## src/hw/rtl/bcr_pkg.sv

```systemverilog
// ============================================================================
// bcr_pkg
// Shared types and constants for the braille cell bitmap renderer.
// ============================================================================
package bcr_pkg;

    localparam int CODE_W = 8;

    typedef enum logic [1:0] {
        CMD_WRITE  = 2'd0,
        CMD_READ   = 2'd1,
        CMD_RENDER = 2'd2,
        CMD_NONE   = 2'd3
    } cmd_t;

    typedef enum logic [2:0] {
        ST_CLEAR,
        ST_IDLE,
        ST_WRITE,
        ST_READ,
        ST_RENDER
    } state_t;

    localparam logic ADDR_WIDTH_REG  = 1'b0;
    localparam logic ADDR_HEIGHT_REG = 1'b1;

    // Used drawing area after rounding and capping.
    typedef struct packed {
        logic [8:0] w_used;
        logic [7:0] h_used;
        logic [7:0] cells;
        logic [5:0] bands;
    } geom_t;

    // Dot position inside a cell word from the low row and column bits.
    function automatic logic [2:0] dot_pos(input logic [1:0] row_lo, input logic col_lo);
        logic [2:0] pos;
        pos = 3'd0;
        case ({col_lo, row_lo})
            3'b011:  pos = 3'd0;
            3'b010:  pos = 3'd1;
            3'b001:  pos = 3'd2;
            3'b000:  pos = 3'd6;
            3'b111:  pos = 3'd3;
            3'b110:  pos = 3'd4;
            3'b101:  pos = 3'd5;
            3'b100:  pos = 3'd7;
            default: pos = 3'd0;
        endcase
        return pos;
    endfunction

endpackage

```

## src/hw/rtl/bcr_cfg.sv

```systemverilog
// ============================================================================
// bcr_cfg
// APB register file for the used area and derivation of its geometry.
// ============================================================================
module bcr_cfg #(
    parameter int MAX_WIDTH  = 128,
    parameter int MAX_HEIGHT = 64
) (
    input  logic          clk,
    input  logic          rst_n,
    input  logic          psel,
    input  logic          penable,
    input  logic          pwrite,
    input  logic [2:0]    paddr,
    input  logic [31:0]   pwdata,
    output logic [31:0]   prdata,
    output logic          pready,
    output bcr_pkg::geom_t geom
);

    localparam int CAP_W = (MAX_WIDTH / 2) * 2;
    localparam int CAP_H = (MAX_HEIGHT / 4) * 4;

    logic [7:0] width_reg;
    logic [6:0] height_reg;
    logic       wr_en;
    logic [7:0] w_raw;
    logic [8:0] w_rnd;
    logic [8:0] w_fin;
    logic [6:0] h_raw;
    logic [8:0] h_rnd;
    logic [8:0] h_fin;

    assign pready = 1'b1;
    assign wr_en  = psel & penable & pwrite & pready;

    always_ff @(posedge clk or negedge rst_n)
    begin
        if (!rst_n)
        begin
            width_reg  <= 8'd128;
            height_reg <= 7'd64;
        end
        else if (wr_en)
        begin
            if (paddr[2] == bcr_pkg::ADDR_WIDTH_REG)
            begin
                width_reg <= pwdata[7:0];
            end
            else
            begin
                height_reg <= pwdata[6:0];
            end
        end
    end

    assign prdata = (paddr[2] == bcr_pkg::ADDR_HEIGHT_REG) ? {25'd0, height_reg}
                                                           : {24'd0, width_reg};

    always_comb
    begin
        w_raw = (width_reg == 8'd0) ? 8'd1 : width_reg;
        w_rnd = ({1'b0, w_raw} + 9'd1) & ~9'd1;
        w_fin = (w_rnd > 9'(CAP_W)) ? 9'(CAP_W) : w_rnd;
        h_raw = (height_reg == 7'd0) ? 7'd1 : height_reg;
        h_rnd = ({2'b0, h_raw} + 9'd3) & ~9'd3;
        h_fin = (h_rnd > 9'(CAP_H)) ? 9'(CAP_H) : h_rnd;
        geom.w_used = w_fin;
        geom.h_used = h_fin[7:0];
        geom.cells  = w_fin[8:1];
        geom.bands  = h_fin[7:2];
    end

endmodule
```

## config.mk

```make
export PLATFORM = sky130hd
export DESIGN_NAME = bcr_cfg
export DESIGN_NICKNAME = d
export VERILOG_FILES = /design/src/hw/rtl/bcr_pkg.sv /design/src/hw/rtl/bcr_cfg.sv
export SDC_FILE = /design/constraint.sdc
export NUM_CORES = 1
export LEC_CHECK = 0
export BUFFER_PORTS_ARGS = -buffer_cell sky130_fd_sc_hd__buf_2
export CAP_MARGIN = 20
export CORE_MARGIN = 2
export CORE_UTILIZATION = 30
export CTS_BUF_LIST = sky130_fd_sc_hd__clkbuf_16
export DETAILED_ROUTE_END_ITERATION = 6
export GPL_TIMING_DRIVEN = 0
export PLACE_DENSITY = 0.65
export SETUP_SLACK_MARGIN = 0.02
export SLEW_MARGIN = 15
export SYNTH_ARGS = -nofsm -noshare
export SYNTH_HDL_FRONTEND = slang
export SYNTH_SLANG_ARGS = --single-unit
```

## constraint.sdc

```tcl
create_clock -name clk -period 1.7 [get_ports clk]
set_clock_uncertainty 0.2 [all_clocks]
set_input_delay 0.085 -clock clk [delete_from_list [all_inputs] [get_ports clk]]
set_output_delay 0.085 -clock clk [all_outputs]
set_load 0.01 [all_outputs]
```

After elaboration in Yosys (flattened, before gate mapping) --
Cells that the tools add are included.
Word-level totals: memories kept 0, latch bits 0, input port bits 40, output and inout bits 64, word-level logic and storage cells 18, memory bits (writable) 0, register bits 15, ROM bits 0
Operators by class: shift operators 0, divide/modulo/power cells 0, magnitude comparators 2, add/sub/neg operators 2, multipliers 0, equality and inequality tests 0, bitwise gates (word level) 3, reductions and logical operators 4, muxes and demuxes 5
Operators by type and width (count):
- $mux 8 | 3
- $add 8x1->9 const B | 1
- $gt 9x8->1 const B | 1
- $mux 9 | 1
- $add 7x2->8 const B | 1
- $gt 8x7->1 const B | 1
- $logic_not 8->1 | 1
- $logic_not 7->1 | 1
- $mux 7 | 1
- $reduce_and 2->1 | 2
- $and 1x1->1 | 2
- $not 1->1 | 1

Depth between registers and ports, before layout --
Gate-level depths: netlist (run 1).
depth in word-level cells 5, mapped depth 4, mapped depth without buffers 3

Worst setup path after synthesis (run 1) --
OpenSTA, ideal clock, no wires.
path type register to output, from reg width_reg[2], to out geom[28] (netlist bit), data arrival time 1.379 ns, required time 1.415 ns, cell stages (with the launch flop) 5, path buffers 1, slack 0.036 ns, cells stage by stage dfrtp_1 -> nand4_4 -> or3_1 -> a21oi_1 -> buf_4
RTL lines:
- start, declared | line bcr_cfg.sv:24 | logic [7:0] width_reg;
- start signal, assigned | line bcr_cfg.sv:48 | width_reg <= pwdata[7:0];
- end, declared | line bcr_cfg.sv:18 | output bcr_pkg::geom_t geom

==> results.txt, run 1 <==
----------------------------------------------------
[Finish]
  Utilization after layout ... between 50% and 60%
  Antenna diode count ... 0
  Sequential cell area ... 394 um^2
  Proportion of layout cells with a drive suffix above 1 ... a little under three quarters
  Area growth from synthesis to layout ... 68.3%
  Layout fillers ... approximately 370
  Largest register FFs ... 8
  Multi-input gate area in the final layout ... about 720 um^2
  Number of standard cells in the layout, taps in and fillers out ... 279
  Fin nets ... between 200 and 300

[Drt]
  Final antenna-violating net count ... 0
  Post-detailed-route wirelength per cell ... roughly 11 um
  Total via count after detailed routing ... between 1k and 1.5k
  DR iter-0 viols ... 17
  DR pass1 iterations ... 4
  Avg Vias per Cell ... ~4
  Residual DRC count ... 0
  Total wire length ... between 2 and 3 mm

[Die]
  Starting Density ... 31.2%
  Area of the die ... 0.00465 mm^2
  Die height ... 68.2 um
  Die boundary width ... between 60 and 70 um
  Rows ... 23
  Number of ports placed on the die boundary ... between 100 and 150
  Core outline area ... slightly below 0.004 mm^2

[STA]
  Slew at the pin closest to its max-slew limit ... 0.502 ns
  Post-Route Setup TNS ... -0.107 ns
  Slack of the critical path ... -0.0462 ns
  Slew Limit Fails ... 0
  Final Cycle Share ... 103%
  Final hold vios ... 0
  Worst hold slack ... roughly 0.08 ns
  RSZ-0062 raised after global routing ... yes
  Post-layout minimum cycle time ... 1.75 ns
  F_max ... ~570 MHz
  Max_slew headroom ... approximately two thirds
  Final setup violation count ... 4

[Synth]
  Number of enable flip-flop cells after synthesis ... 0
  Largest cells by area after synthesis ... buf_4 27%, dfrtp_1 26%, mux2_2 19%
  Most area-hungry cell type in the Yosys netlist ... buf_4
  Area fraction of the dominant cell type after synthesis ... between 20% and 30%
  Average instance area after synthesis ... slightly below 10 um^2
  Total of flip-flops plus latches after synthesis ... 15
  Post-synthesis cell type count ... 29
  Post-Syn Instances ... 127
  Most used standard cell by instance count after synthesis ... buf_4
  Sequential element share of the synthesized area ... between 30 and 40%
  Combined area of all synthesized cells ... approximately 0.0012 mm^2
  Number of warnings issued by yosys ... 0
  Most frequent cells after synthesis ... 44 x buf_4, 21 x mux2_2, 13 x dfrtp_1
  Top FF cell, synth ... dfrtp_1
  Fraction of registers with async set or reset after synthesis ... 100%

[GRT]
  Overall overflow remaining after global route ... 0
  Via count of the first global-routing pass ... a little under 1k
  M3 GR Usage ... around 3.8%
  Most utilized layer in the global route result ... met2
  Global-route wire length before repair ... 4.36 mm
  Pin count of the biggest net entering global routing ... 16
  Met1 GRT Util ... ~15%
  Number of antenna violations at the first check in global routing ... 0
  Overall routing resource usage ... about an eighth
  Met2 capacity usage during global routing ... between 20% and 30%

[Clocking]
  Sinks on the clock net ... 15
  Root Driver ... clkbuf_16
  Count of H-tree levels built during CTS ... 1
  CTS Buffer Depth ... 2
  Clock tree from TritonCTS ... done
  Number of clock buffers inserted by TritonCTS ... 3
  Clk pin slew, worst setup/hold paths ... about 0.050 ns
  Clock insertion delay at the later pin of the skew report ... roughly 0.24 ns

[Setup path]
  Register-to-Register Setup Slack ... roughly 0.52 ns
  Startpoint-to-endpoint class of the critical path ... reg -> out
  Required time of the critical path ... 1.41 ns
  Cells on worst reg2reg path ... 2
  Crit Path Max Fanout ... 5
  Critical Path Sink Type ... primary output
  Cells along the critical path ... nand4_4 -> or3_4 -> a21oi_2 -> buf_4 -> buf_6
  Critical register-to-register path endpoint ... height_reg[3]$_DFFE_PN0P_
  Slowest stage delay, CP ... roughly 0.40 ns
  Startpoint of the worst setup timing path ... width_reg[3]$_DFFE_PN0P_
  Slowest stage cell, crit path ... dfrtp_2
  Worst path bufs/invs ... 2
  Kind of cell with the highest combined delay on the critical path ... simple AND/OR/NAND/NOR gates
  CP Capture Point ... geom[27]
  Crit Reg-Reg Startpoint ... height_reg[3]$_DFFE_PN0P_
  Launching element type of the critical path ... register
  CP Depth ... 5
  Critical path data arrival time ... between 1 and 1.5 ns

[Placement]
  Final HPWL DP ... 2.08 mm
  Final RePlAce weighted congestion ... 0.768
  Total placed cells including tap cells ... about 250
  Input/output buffers ... between 40 and 50

[Run status]
  Failing checks ... setup timing
  Run status ... finished with violations

[Power]
  Worst vdd rail ir drop ... between 0.0007 and 0.0008 V
  Total power density per cell area ... between 1000 and 1500 mW/mm^2
  Total leakage power ... roughly 1.1 nW

[Worst hold path]
  Worst min-delay path category ... in -> async

[Flow run]
  Max-Cap Viols ... 0

----------------------------------------------------
-- what timing repair did --
| item | 4_1_cts | 5_1_grt |
|---|---|---|
| endpoints found under the hold margin | 30 | 0 |
| pin swaps | 11 | 17 |
| buffers inserted | 12 | 5 |
| gates resized for setup | 26 | 21 |
| endpoints found under the setup margin | 13 | 21 |
| hold buffers | 9 | 0 |
-- metrics by stage --
step / total power [mW] / worst slack [ns] / area, um^2
after global routing: 2.35 / -0.135 / 2080
after global placement: 1.42 / -0.000373 / 1640
after floorplan: 1.14 / 0.0364 / 1350
after CTS: 2.08 / -0.0771 / 1970
after detailed placement: 1.43 / -0.000948 / 1640
final: 2.19 / -0.0462 / 2080
-- report_power, final --
part | internal (mW) | switching (mW)
logic | 0.656 | 0.484
registers | 0.460 | 0.145
clock network | 0.310 | 0.133
total | 1.43 | 0.761
-- logic make-up after synthesis --
group / synth area share, %
AO/OA/AOI/OAI: 6.98
XOR/XNOR: 4.25
buffers and inverters: 27.7
flip-flops: 30.5
multiplexers: 19.1
other: 0.607
AND/OR/NAND/NOR: 10.8
-- worst min-delay path by stage --
stage / slack [ns] / start / cells after the start / end
after floorplan: -0.41 / rst_n / 0 / height_reg[0]$_DFFE_PN0P_
after global routing: 0.11 / rst_n / 2 / width_reg[2]$_DFFE_PN0P_
after detailed placement: -0.20 / rst_n / 1 / width_reg[2]$_DFFE_PN0P_
after global placement: -0.19 / rst_n / 1 / height_reg[1]$_DFFE_PN0P_
after CTS: 0.08 / rst_n / 2 / height_reg[2]$_DFFE_PN0P_
final: 0.08 / rst_n / 2 / height_reg[1]$_DFFE_PN0P_
-- layout by cell type, fill, tap and decap left out, drive strengths merged --
master         n
a211oi         1
a21boi         1
a21o           1
a21oi          3
a41o           1
buf          105
clkbuf         3
conb          32
dfrtp         13
dfstp          2
dlygate4sd3    9
inv            2
mux2          21
nand2          3
nand3          2
nand4          2
nand4b         1
nor2           8
nor2b          1
nor3           3
nor4           1
o2111ai        1
o211ai         1
o21a           1
o21ai          3
or3            2
xnor2          2
xor2           4
-- layer usage --
layer / vias to the layer above / part of all wire (%)
met5: - / 0
met4: 0 / 0
met3: 0 / 7.9
met2: 45 / 54
met1: 509 / 38
li1: 562 / -
-- area by class of cell --
| type | count | area share [%] |
|---|---|---|
| Clock inverter | 1 | 0.180 |
| Tap cell | 50 | 3.00 |
| Inverter | 1 | 0.180 |
| Multi-Input combinational cell | 95 | 34.7 |
| Timing Repair Buffer | 71 | 24.0 |
| Clock buffer | 3 | 3.61 |
| Buffer | 43 | 15.4 |
| Sequential cell | 15 | 18.9 |
Note: power is estimated with default switching activity, not from simulation.
==> inputs of run 2 (changes only) <==
CELL_PAD_IN_SITES_DETAIL_PLACEMENT = 0   (was default)
CELL_PAD_IN_SITES_GLOBAL_PLACEMENT = 1   (was default)
CORE_UTILIZATION = 26   (was 30)
PLACE_DENSITY = default   (was 0.65)
PLACE_DENSITY_LB_ADDON = 0.1   (was default)
==> run 2 against run 1 <==
Against the previous run:
- the run still ends with setup timing left
- flip-flop and latch count stayed put
- sequential share of layout area barely moved
- clock power is 0.9% lower
- total power is 2.3% lower
- cell count is the same
- combinational power shrank 4%
- largest cell class unchanged
==> results.txt, run 2 (same netlist as run 1, synthesis figures left out) <==
----------------------------------------------------
[Run status]
  Run status ... finished with violations
  Failing checks ... setup timing

[Placement]
  Total placed cells including tap cells ... 256
  Final HPWL DP ... roughly 2.3 mm
  Input/output buffers ... 45
  Final RePlAce weighted congestion ... roughly 0.74

[Finish]
  Area growth from synthesis to layout ... 66.6%
  Number of standard cells in the layout, taps in and fillers out ... about 280
  Proportion of layout cells with a drive suffix above 1 ... a little over two thirds
  Commonest cells after routing, fill and taps aside ... 51 x buf_4, 41 x buf_2, 32 x conb_1
  Largest register FFs ... 8
  Utilization after layout ... approximately 44%
  Antenna diode count ... 0
  Most common cell after layout, fill and taps aside ... buf_4
  Fin nets ... ~270
  Layout fillers ... roughly 470

[Power]
  Total power density per cell area ... a little over 1000 mW/mm^2
  Worst vdd rail ir drop ... between 0.0006 and 0.0007 V
  Total leakage power ... ~1.0 nW
  Overall power of the completed layout ... 2.14 mW

[Setup path]
  Register-to-Register Setup Slack ... 0.44 ns
  Critical Path Sink Type ... primary output
  Critical register-to-register path endpoint ... width_reg[1]$_DFFE_PN0P_
  Cells on worst reg2reg path ... 3
  Startpoint-to-endpoint class of the critical path ... reg -> out
  Required time of the critical path ... 1.41 ns
  Critical path data arrival time ... around 1.5 ns
  Crit Path Max Fanout ... 6
  Crit Reg-Reg Startpoint ... width_reg[1]$_DFFE_PN0P_
  Launching element type of the critical path ... register

[Clocking]
  Clock insertion delay at the later pin of the skew report ... around 0.24 ns
  Clock tree from TritonCTS ... done
  Count of H-tree levels built during CTS ... 1
  Root Driver ... clkbuf_16
  Number of clock buffers inserted by TritonCTS ... 3
  Sinks on the clock net ... 15
  Clk pin slew, worst setup/hold paths ... ~0.050 ns
  CTS Buffer Depth ... 2

[Drt]
  Total wire length ... 2.89 mm
  DR iter-0 viols ... 15
  DR pass1 iterations ... 4
  Post-detailed-route wirelength per cell ... slightly above 10 um
  Avg Vias per Cell ... about 3.9
  Final antenna-violating net count ... 0
  Total via count after detailed routing ... approximately 1.1k
  Residual DRC count ... 0

[STA]
  Post-layout minimum cycle time ... between 1.5 and 2 ns
  Slack of the critical path ... -0.0742 ns
  Slew at the pin closest to its max-slew limit ... around 0.52 ns
  RSZ-0062 raised after global routing ... yes
  Max_slew headroom ... 65.0%
  Worst hold slack ... 0.0730 ns
  Final Cycle Share ... 104%
  Slew Limit Fails ... 0
  Final setup violation count ... 4
  F_max ... ~560 MHz
  Final hold vios ... 0

[Flow run]
  Max-Cap Viols ... 0

[Die]
  Area of the die ... 0.00533 mm^2
  Rows ... 25
  Die height ... between 70 and 80 um
  Die boundary width ... ~73 um
  Number of ports placed on the die boundary ... about 100
  Core outline area ... between 0.004 and 0.005 mm^2
  Starting Density ... between 20% and 30%

[GRT]
  Most utilized layer in the global route result ... met2
  Via count of the first global-routing pass ... 1034
  Pin count of the biggest net entering global routing ... 16
  M3 GR Usage ... under 10%
  Met2 capacity usage during global routing ... between 20% and 30%
  Overall routing resource usage ... ~11%
  Met1 GRT Util ... between 10 and 15%
  Number of antenna violations at the first check in global routing ... 0
  Global-route wire length before repair ... 4.61 mm
  Overall overflow remaining after global route ... 0

[Worst hold path]
  Worst min-delay path category ... in -> async

----------------------------------------------------
[run 2: cell count changes in the layout (fill, tap and decap cells not counted), sizes merged]
| cell | delta |
|---|---|
| buf | -4 |
[run 2: area by class of cell]
class	instances	area, um^2	area share, %
tap	54	67.6	3.28
clock inverter	1	3.75	0.182
multi-input combinational	95	742	36.0
buffer	41	305	14.8
clock buffer	3	75.1	3.64
inverter	1	3.75	0.182
timing repair buffer	69	474	23.0
sequential	15	390	18.9
[run 2: metal layers]
layer  routed length [um]  up-vias
li1                     -      553
met1                 1150      503
met2                 1580       33
met3                  159        0
met4                    0        0
met5                    0        -
[run 2: power by group]
part / internal (mW) / switching (mW)
combinational: 0.620 / 0.474
clock: 0.310 / 0.129
sequential: 0.457 / 0.147
total: 1.39 / 0.750
[run 2: per-stage QoR]
step / TNS [ns] / setup WS, ns / area [um^2]
after floorplan: 0 / 0.0364 / 1350
after global placement: -0.0137 / -0.0137 / 1640
after detailed placement: -0.0461 / -0.0461 / 1640
after CTS: -0.254 / -0.0984 / 1970
after global routing: -0.684 / -0.143 / 2060
final: -0.157 / -0.0742 / 2060
[run 2: worst max-delay path by stage]
stage / end / cells past startpoint / startpoint
after floorplan: geom[28] / 4 / width_reg[2]$_DFFE_PN0P_
after global placement: geom[28] / 5 / width_reg[1]$_DFFE_PN0P_
after detailed placement: geom[28] / 5 / width_reg[2]$_DFFE_PN0P_
after CTS: geom[27] / 5 / width_reg[2]$_DFFE_PN0P_
after global routing: geom[28] / 5 / width_reg[5]$_DFFE_PN0P_
final: geom[28] / 5 / width_reg[5]$_DFFE_PN0P_
[run 2: critical path, cell delays in order, from the launching register on]
cell     delay [ns]
dfrtp_2        0.44
nand2_2        0.08
or3_4          0.37
a21oi_2        0.16
buf_4          0.12
buf_6          0.09
[run 2: repair_timing]
action / in CTS / in global routing
hold buffers: 9 / 0
resized for setup: 25 / 19
setup buffers: 14 / 1
hold endpoints to repair: 30 / 0
pin swaps: 15 / 13
setup endpoints to repair: 15 / 16
==> inputs of run 3 (changes only) <==
HOLD_SLACK_MARGIN = 0.08   (was default)
SKIP_LAST_GASP = 1   (was default)
SLEW_MARGIN = default   (was 15)
==> run 3 against run 2 <==
Against the previous run:
- non-clock buffer count up 2
- setup slack about the same
- count of clock-buffer cells in the layout unchanged
- flip-flop and latch count unchanged
- sequential share of layout area down 0.18 points
- register-to-register slack better by 0.02 ns
- global-route usage up 0.37 points
- cell count up 0.72%
- first-iteration DRC count up 6.7%
- combinational power about the same
- the run still ends with setup timing left
- highest routed layer unchanged
- via count up 0.64%
==> results.txt, run 3 (same netlist as run 1, synthesis figures left out) <==
----------------------------------------------------
[Placement]
  Cell area after placement ... about 0.0016 mm^2
  Total placed cells including tap cells ... between 200 and 300
  Input/output buffers ... 45
  Final RePlAce weighted congestion ... 0.739
  Final HPWL DP ... between 2 and 2.5 mm
  Worst slack after detailed placement ... -0.0461 ns

[Setup path]
  Cells on worst reg2reg path ... 3
  Slowest stage cell, crit path ... dfrtp_2
  Critical path data arrival time ... 1.49 ns
  Critical register-to-register path endpoint ... width_reg[3]$_DFFE_PN0P_
  Launching element type of the critical path ... register
  Register-to-Register Setup Slack ... ~0.46 ns
  Worst path bufs/invs ... 2
  Crit Path Max Fanout ... 6
  CP Depth ... 5
  Required time of the critical path ... around 1.4 ns
  Startpoint-to-endpoint class of the critical path ... reg -> out
  Crit Reg-Reg Startpoint ... width_reg[3]$_DFFE_PN0P_
  Critical Path Sink Type ... primary output
  Kind of cell with the highest combined delay on the critical path ... simple AND/OR/NAND/NOR gates
  Cells along the critical path ... nand2_2 -> or3_4 -> a21oi_2 -> buf_4 -> buf_6
  Slowest stage delay, CP ... 0.44 ns

[Die]
  Die height ... 73.0 um
  Number of ports placed on the die boundary ... around 100
  Starting Density ... 26.6%
  Die boundary width ... 73.0 um
  Core outline area ... between 0.004 and 0.005 mm^2
  Rows ... 25
  Area of the die ... roughly 0.0053 mm^2

[Drt]
  Post-detailed-route wirelength per cell ... ~11 um
  DR pass1 iterations ... 3
  Avg Vias per Cell ... roughly 4
  Total wire length ... approximately 3 mm
  DR iter-0 viols ... 16
  Residual DRC count ... 0
  Total via count after detailed routing ... about 1.1k
  Final antenna-violating net count ... 0

[GRT]
  Global-route wire length before repair ... 4.75 mm
  Number of antenna violations at the first check in global routing ... 0
  Pin count of the biggest net entering global routing ... 11
  Via count of the first global-routing pass ... 1044
  Overall routing resource usage ... approximately 11%
  Overall overflow remaining after global route ... 0

[Power]
  Gate power share ... ~51%
  Switching Fraction ... a little over a third
  Cell Int Power ... about 1.4 mW
  Worst vdd rail ir drop ... between 0.0006 and 0.0007 V
  Clock network fraction of total power ... around 21%
  Net Switching ... around 0.75 mW
  Relative contribution of sequential cells to total power ... around 28%
  Total power density per cell area ... 1030 mW/mm^2
  Total leakage power ... approximately 1.1 nW

[Finish]
  Most common cell after layout, fill and taps aside ... buf_4
  Sequential cell area ... just under 400 um^2
  Proportion of layout cells with a drive suffix above 1 ... 69.6%
  Layout fillers ... roughly 470
  Largest register FFs ... 8
  Post-Layout Inst Area ... 0.00208 mm^2
  Commonest cells after routing, fill and taps aside ... 51 x buf_4, 41 x buf_2, 32 x conb_1
  Multi-input gate area in the final layout ... 742 um^2
  Antenna diode count ... 0
  Area growth from synthesis to layout ... 68.3%
  Utilization after layout ... between 40% and 50%
  Fin nets ... roughly 270
  Number of standard cells in the layout, taps in and fillers out ... 281

[STA]
  RSZ-0062 raised after global routing ... yes
  Post-layout minimum cycle time ... approximately 1.8 ns
  Slew at the pin closest to its max-slew limit ... about 0.50 ns
  F_max ... ~560 MHz
  Slack of the critical path ... -0.0741 ns
  Max_slew headroom ... about 66%
  Final hold vios ... 0
  Final Cycle Share ... 104%
  Slew Limit Fails ... 0
  Final setup violation count ... 4

[Clocking]
  Sinks on the clock net ... 15
  Number of clock buffers inserted by TritonCTS ... 3
  Clk pin slew, worst setup/hold paths ... 0.04 ns
  Clock tree from TritonCTS ... done
  Root Driver ... clkbuf_16
  Clock insertion delay at the later pin of the skew report ... roughly 0.24 ns
  Count of H-tree levels built during CTS ... 1
  CTS Buffer Depth ... 2

[Run status]
  Run status ... finished with violations
  Failing checks ... setup timing

[Flow run]
  Max-Cap Viols ... 0

[Worst hold path]
  Worst min-delay path category ... in -> async

----------------------------------------------------
[run 3: final cells by class]
class,count,area share (%)
buffer,41,14.7
clock buffer,3,3.61
clock inverter,1,0.180
inverter,1,0.180
multi-input combinational,95,35.6
sequential,15,18.7
tap,54,3.25
timing repair buffer,71,23.7
[run 3: power groups by stage]
stage	clock network, mW	registers [mW]	logic, mW
after floorplan	0	0.544	0.600
after global placement	0	0.575	0.849
after detailed placement	0	0.582	0.857
after CTS	0.450	0.581	1.03
after global routing	0.480	0.621	1.20
final	0.439	0.604	1.10
[run 3: per-stage QoR]
stage / TNS [ns] / hold slack [ns] / power, mW
after floorplan: 0 / -0.411 / 1.14
after global placement: -0.0137 / -0.200 / 1.42
after detailed placement: -0.0461 / -0.192 / 1.44
after CTS: -0.254 / 0.165 / 2.06
after global routing: -0.688 / 0.177 / 2.30
final: -0.156 / 0.165 / 2.14
[run 3: layer usage]
layer	global-route usage, %	routed length (um)
met1	13.1	1190
met3	3.59	159
met2	20.9	1620
met5	0	0
met4	0.617	0
[run 3: worst max path at each step]
stage               slack [ns]       end                      from
floorplan                 0.04  geom[28]  width_reg[2]$_DFFE_PN0P_
global placement         -0.01  geom[28]  width_reg[1]$_DFFE_PN0P_
detailed placement       -0.05  geom[28]  width_reg[2]$_DFFE_PN0P_
CTS                       -0.1  geom[27]  width_reg[2]$_DFFE_PN0P_
global route             -0.14  geom[28]  width_reg[5]$_DFFE_PN0P_
finish                   -0.07  geom[28]  width_reg[5]$_DFFE_PN0P_
[run 3: what timing repair did]
item | CTS | global route
endpoints found under the setup margin | 15 | 16
pin swaps | 15 | 13
hold buffers | 11 | 0
resized for setup | 25 | 19
setup buffers | 14 | 1
endpoints found under the hold margin | 30 | 0
[run 3: worst reg2reg max path, stage by stage, from the launching register on]
cell	delay, ns
dfrtp_2	0.42
buf_6	0.13
buf_4	0.12
mux2_2	0.25
